<file path="src/rtl/mebt_pkg.sv">
// Shared definitions for the Mandelbrot escape-time pixel block.
// Holds field widths, register indexes, multiplier request type and the colour stops.
// Depends on nothing; used by mebt_mac and mandelbrot_escape_time_pixel.
package mebt_pkg;

  localparam int COORD_BITS = 64;
  localparam int HALF_BITS  = COORD_BITS / 2;
  localparam int PROD_BITS  = 2 * COORD_BITS;
  localparam int FRAC_BITS  = 58;
  localparam int STEP_BITS  = 63;
  localparam int PIX_BITS   = 12;
  localparam int DEPTH_BITS = 16;
  localparam int CSTEP_BITS = 24;
  localparam int CSTEP_FRAC = 16;
  localparam int CH_BITS    = 8;
  localparam int CFG_IDX_BITS = 3;

  // colour index before the modulo; shades per gradient segment (power of two)
  localparam int IDX_BITS   = DEPTH_BITS + CSTEP_BITS - CSTEP_FRAC;
  localparam int SHADE_BITS = 8;
  localparam int SHADES     = 1 << SHADE_BITS;
  localparam int QUO_BITS   = IDX_BITS - SHADE_BITS;
  localparam int MIX_BITS   = CH_BITS + SHADE_BITS + 1;

  // 2.0 and 4.0 in Q6.58
  localparam logic [COORD_BITS-1:0] PART_LIMIT = 64'h0800_0000_0000_0000;
  localparam logic [COORD_BITS-1:0] ESC_LIMIT  = 64'h1000_0000_0000_0000;

  localparam logic [DEPTH_BITS-1:0] LIMIT_RESET = 16'd8000;
  localparam logic [CSTEP_BITS-1:0] CSTEP_RESET = 24'd22938;

  typedef enum logic [CFG_IDX_BITS-1:0] {
    REG_X_LEFT     = 3'd0,
    REG_Y_START    = 3'd1,
    REG_STEP_X     = 3'd2,
    REG_STEP_Y     = 3'd3,
    REG_ITER_LIMIT = 3'd4,
    REG_COLOR_STEP = 3'd5
  } reg_idx_t;

  typedef struct packed {
    logic                  go;
    logic [COORD_BITS-1:0] a;
    logic [COORD_BITS-1:0] b;
  } mac_req_t;

  // three-stop gradient: stop seg, channel ch (0 red, 1 green, 2 blue)
  function automatic logic [CH_BITS-1:0] stop_channel(input logic [1:0] seg,
                                                       input logic [1:0] ch);
    logic [CH_BITS-1:0] v;
    case (seg)
      2'd0: begin
        case (ch)
          2'd0:    v = 8'd6;
          2'd1:    v = 8'd88;
          default: v = 8'd189;
        endcase
      end
      2'd1: begin
        case (ch)
          2'd0:    v = 8'd6;
          2'd1:    v = 8'd214;
          default: v = 8'd100;
        endcase
      end
      default: begin
        case (ch)
          2'd0:    v = 8'd255;
          2'd1:    v = 8'd99;
          default: v = 8'd133;
        endcase
      end
    endcase
    return v;
  endfunction

endpackage

</file>
<file path="src/rtl/mebt_mac.sv">
// Shared 64x64 unsigned multiplier: one 32x32 multiplier forms four partial products in turn.
// Result is the full 128-bit product; done pulses for one cycle when it is final.
// Depends on mebt_pkg.
module mebt_mac (
  input  logic                                clk,
  input  logic                                rst,
  input  mebt_pkg::mac_req_t                  req,
  output logic [mebt_pkg::PROD_BITS-1:0]      prod,
  output logic                                done
);

  logic [mebt_pkg::COORD_BITS-1:0] op_a;
  logic [mebt_pkg::COORD_BITS-1:0] op_b;
  logic [1:0]                      cnt;
  logic [1:0]                      tag;
  logic                            active;
  logic                            pv;
  logic [mebt_pkg::COORD_BITS-1:0] part;
  logic [mebt_pkg::HALF_BITS-1:0]  mul_a;
  logic [mebt_pkg::HALF_BITS-1:0]  mul_b;
  logic [mebt_pkg::PROD_BITS-1:0]  part_ext;
  logic [mebt_pkg::PROD_BITS-1:0]  addend;

  // beat order: lo*lo, lo*hi, hi*lo, hi*hi
  assign mul_a = cnt[1] ? op_a[mebt_pkg::COORD_BITS-1:mebt_pkg::HALF_BITS]
                        : op_a[mebt_pkg::HALF_BITS-1:0];
  assign mul_b = cnt[0] ? op_b[mebt_pkg::COORD_BITS-1:mebt_pkg::HALF_BITS]
                        : op_b[mebt_pkg::HALF_BITS-1:0];

  always_comb begin
    part_ext = mebt_pkg::PROD_BITS'(part);
    case (tag) inside
      2'd0:       addend = part_ext;
      2'd1, 2'd2: addend = part_ext << mebt_pkg::HALF_BITS;
      default:    addend = part_ext << mebt_pkg::COORD_BITS;
    endcase
  end

  always_ff @(posedge clk) begin
    if (rst) begin
      active <= 1'b0;
      pv     <= 1'b0;
      cnt    <= '0;
      tag    <= '0;
      done   <= 1'b0;
    end else begin
      done <= pv && (tag == 2'd3);
      if (req.go) begin
        active <= 1'b1;
        cnt    <= '0;
        pv     <= 1'b0;
      end else if (active) begin
        pv  <= 1'b1;
        tag <= cnt;
        cnt <= cnt + 2'd1;
        if (cnt == 2'd3) begin
          active <= 1'b0;
        end
      end else begin
        pv <= 1'b0;
      end
    end
  end

  always_ff @(posedge clk) begin
    if (req.go) begin
      op_a <= req.a;
      op_b <= req.b;
    end
    if (active) begin
      part <= mul_a * mul_b;
    end
    if (req.go) begin
      prod <= '0;
    end else if (pv) begin
      prod <= prod + addend;
    end
  end

endmodule

</file>
<file path="config.mk">
export PLATFORM = sky130hd
export DESIGN_NAME = mebt_mac
export DESIGN_NICKNAME = d
export VERILOG_FILES = /design/src/rtl/mebt_pkg.sv /design/src/rtl/mebt_mac.sv
export SDC_FILE = /design/constraint.sdc
export NUM_CORES = 2
export LEC_CHECK = 0
export BUFFER_PORTS_ARGS = -buffer_cell sky130_fd_sc_hd__buf_4
export CELL_PAD_IN_SITES_DETAIL_PLACEMENT = 1
export CELL_PAD_IN_SITES_GLOBAL_PLACEMENT = 1
export CORE_MARGIN = 2
export CORE_UTILIZATION = 45
export DETAILED_ROUTE_END_ITERATION = 8
export PLACE_DENSITY_LB_ADDON = 0.1
export SYNTH_ARGS = -nofsm -noshare
export SYNTH_HDL_FRONTEND = slang
export SYNTH_SLANG_ARGS = --single-unit
</file>
<file path="constraint.sdc">
create_clock -name clk -period 9.3 [get_ports clk]
set_clock_uncertainty 0.15 [all_clocks]
set_input_delay 0 -clock clk [delete_from_list [all_inputs] [get_ports clk]]
set_output_delay 0 -clock clk [all_outputs]
set_load 0.05 [all_outputs]
</file>
==> summary.md <==
| Metric | Value |
|---|---|
| CTS tree | done |
| Post-synthesis to final-layout area growth | 16.4% |
| Die ar. | 0.121 mm² |
| Final Hold Violating Endpoints | 0 |
| ANT nets after route | 0 |
| Skew-Pair Late Insertion Delay | 0.64 ns |
| Critical path capture point type | register |
| Share of flip-flops with an asynchronous set or reset | 0% |
| Setup TNS | 0 ns |
| Die Ht | 347 µm |
| Num ports | 260 |
| Pin count of the biggest net entering global routing | 143 |
| Antenna violations before repair | 2 |
| Required @ worst endpoint | 9.53 ns |
| Site Rows | 125 |
| Post-CTS setup buffer count | 0 |
| EDFF count, synth | 192 |
| Die W | 347 µm |
| Commonest non-fill, non-tap cell in the layout | inv_1 |
| Nets | 7811 |
| Worst-path clk slew | 0.07 ns |
| Core area | 0.117 mm² |
| Syn Nets | 7348 |
| Syn. warnings | 0 |
| Routed length on met2 | 103000 µm |
| Cell variety after synth | 91 |
| Max clock buf depth | 3 |
| Share of layout cells above drive strength 1 | 10.4% |
| Max frequency | 111 MHz |
| Vias | 46300 |
| Slew headroom | 15.2% |
| Drt drc | 0 |
| Num Clock Sinks | 327 |
| Detailed-route vias per instance | 5.83 |
| Routed met3 length | 17100 µm |
| Global route overflow | 0 |
| Critical Path AT | 9.23 ns |
| Post-synthesis cell count | 5927 |
| Tot GR Track Use | 36.9% |
| CP bufs+invs | 8 |
| Delay-heaviest family, CP | adder cells |
| CP most frequent cell | fa_1 |
| DR pass1 iterations | 7 |
| Wire length on met1 | 87800 µm |
| Tcrit/Tclk final | 96.8% |
| Post-synthesis sequential area ratio | 16.0% |
| Global-route wire length before repair | 329000 µm |
| Main synth FF type | edfxtp_1 |
| Status | complete, no violations |
| CP max FO | 21 |
| Vias in the first global route | 50800 |
| Final setup vio count | 0 |
| CP peak stage delay | 0.70 ns |
| Most frequent cells in the layout | inv_1, fa_1, nor2_1, nand2_1, buf_4 |
| Uppermost layer routed | met5 |
| Slew Viols, Final | 0 |
| Type of the most critical hold path | input port to register |
| Synth Cell Area | 0.0531 mm² |
| Register bit count reported by yosys | 327 |
| RSZ-0062 raised after global routing | false |
| Max_cap viols | 0 |
| CP Launch Type | register |
| TritonCTS buffer count | 41 |
| GPL Wtd Cong | 0.980 |
| Drt total wl | 222000 µm |
| H-Tree Depth | 2 |
| Port Buf Inserts | 259 |
| Critical-path cell with the highest stage delay | mux2i_2 |
| Starting Density | 45.5% |
| Clock root buffer | clkbuf_16 |
| Critical path class | register to register |
| Min cycle time layout | 9.00 ns |
| Wire length per cell | 28.0 µm |
| Detailed Route Iter0 Violations | 3545 |
| Measured slew at the worst slew-check pin | 1.27 ns |
| Mean Syn Cell Area | 8.95 µm² |
| Detailed Place HPWL | 173000 µm |
## worst paths after layout
kind	endpoint	startpoint	slack, ns	depth (start not counted)
setup / recovery	part[63]$_DFFE_PP_	cnt[1]$_SDFFE_PP0P_	0.30	30
hold / removal	tag[0]$_SDFFE_PP0P_	rst	0.04	3
setup reg to reg	part[63]$_DFFE_PP_	cnt[1]$_SDFFE_PP0P_	0.30	30
hold reg to reg	prod[109]$_SDFFE_PP0P_	prod[109]$_SDFFE_PP0P_	0.32	2
## final cells by class
type / count / area, µm²
Tap cell: 1524 / 1910
Clock buffer: 52 / 1110
Fill cell: 13300 / 54700
Inverter: 931 / 3490
Sequential cell: 327 / 8480
Multi-Input combinational cell: 4373 / 40200
Timing Repair Buffer: 716 / 6370
Antenna cell: 2 / 5.00
Clock inverter: 20 / 258
## kinds of logic (layout without fill, tap and decap cells)
family	Yosys count	after routing	synth area share, %
AND/OR/NAND/NOR	1842	1842	14.7
adder cells (fa/ha/maj)	1290	1290	43.1
buffers and inverters	1227	1719	8.75
AO/OA/AOI/OAI	848	848	10.4
flip-flops	327	327	16.0
multiplexers	218	218	4.26
XOR/XNOR	175	175	2.89
other	0	2	0
## what timing repair did
action                                  4_1_cts  5_1_grt
endpoints found under the setup margin        0        1
gates resized for setup                       0        1
hold buffers                                261        0
endpoints found under the hold margin       158        0
## synth_stat cells, types with 9 or more instances
library cell | instances | area (µm²)
o21bai_1 | 68 | 510
ha_1 | 393 | 4920
a21o_1 | 92 | 691
o31ai_1 | 13 | 97.6
buf_2 | 16 | 80.1
nor3_1 | 50 | 250
xnor2_1 | 110 | 963
xor2_1 | 65 | 569
and2_1 | 80 | 500
a22o_1 | 34 | 298
o21ai_0 | 149 | 746
a31oi_1 | 22 | 138
nor2_1 | 816 | 3060
and3_1 | 9 | 56.3
clkbuf_1 | 258 | 968
nand3_1 | 27 | 135
mux2i_1 | 156 | 1560
mux2_2 | 56 | 631
or2_2 | 10 | 62.6
a221oi_1 | 14 | 123
edfxtp_1 | 192 | 5770
inv_1 | 931 | 3490
o2111ai_1 | 9 | 78.8
nand4_1 | 77 | 482
nand2_1 | 672 | 2520
o21ai_1 | 35 | 175
buf_1 | 17 | 63.8
o31a_1 | 9 | 78.8
a21oi_1 | 268 | 1340
dfxtp_1 | 135 | 2700
or3_1 | 19 | 119
nor2b_1 | 24 | 150
o211ai_1 | 16 | 120
a211oi_1 | 16 | 120
o21a_1 | 15 | 113
nand2b_1 | 23 | 144
fa_1 | 897 | 18000
## through the flow
step	utilization (%)	instance area [µm²]	hold slack (ns)	setup WS [ns]	cells
floorplan	-	53100	-0.0784	0.454	5927
global placement	49.6	57800	0.0287	0.537	7610
detailed placement	49.6	57800	0.0293	0.403	7610
CTS	53.0	61800	0.00697	0.379	7943
global route	53.0	61800	0.0559	0.0227	7943
finish	53.0	61800	0.0363	0.300	7945
## worst reg2reg max path: cells and delay by family, from the launching register on
family / cells / cell delay [ns]
flip-flops: 1 / 0.42
AO/OA/AOI/OAI: 10 / 1.77
multiplexers: 1 / 0.70
buffers and inverters: 8 / 1.24
adder cells (fa/ha/maj): 9 / 4.28
AND/OR/NAND/NOR: 1 / 0.10
XOR/XNOR: 1 / 0.08
## registers in the layout, summed over array words and instances (netlist names)
name / count
cnt: 2
prod: 128
tag: 2
pv: 1
done: 1
active: 1
op_a: 64
part: 64
op_b: 64
## routing by layer
metal / GRT usage, % / vias up
met5: 0 / -
met4: 19.8 / 2
met3: 7.08 / 643
met2: 60.5 / 2046
met1: 46.0 / 23800
li1: - / 19900
Power is left out: the tool's default activity adds up to more than one toggle a clock period on the data nets, which glitch-free logic cannot reach.
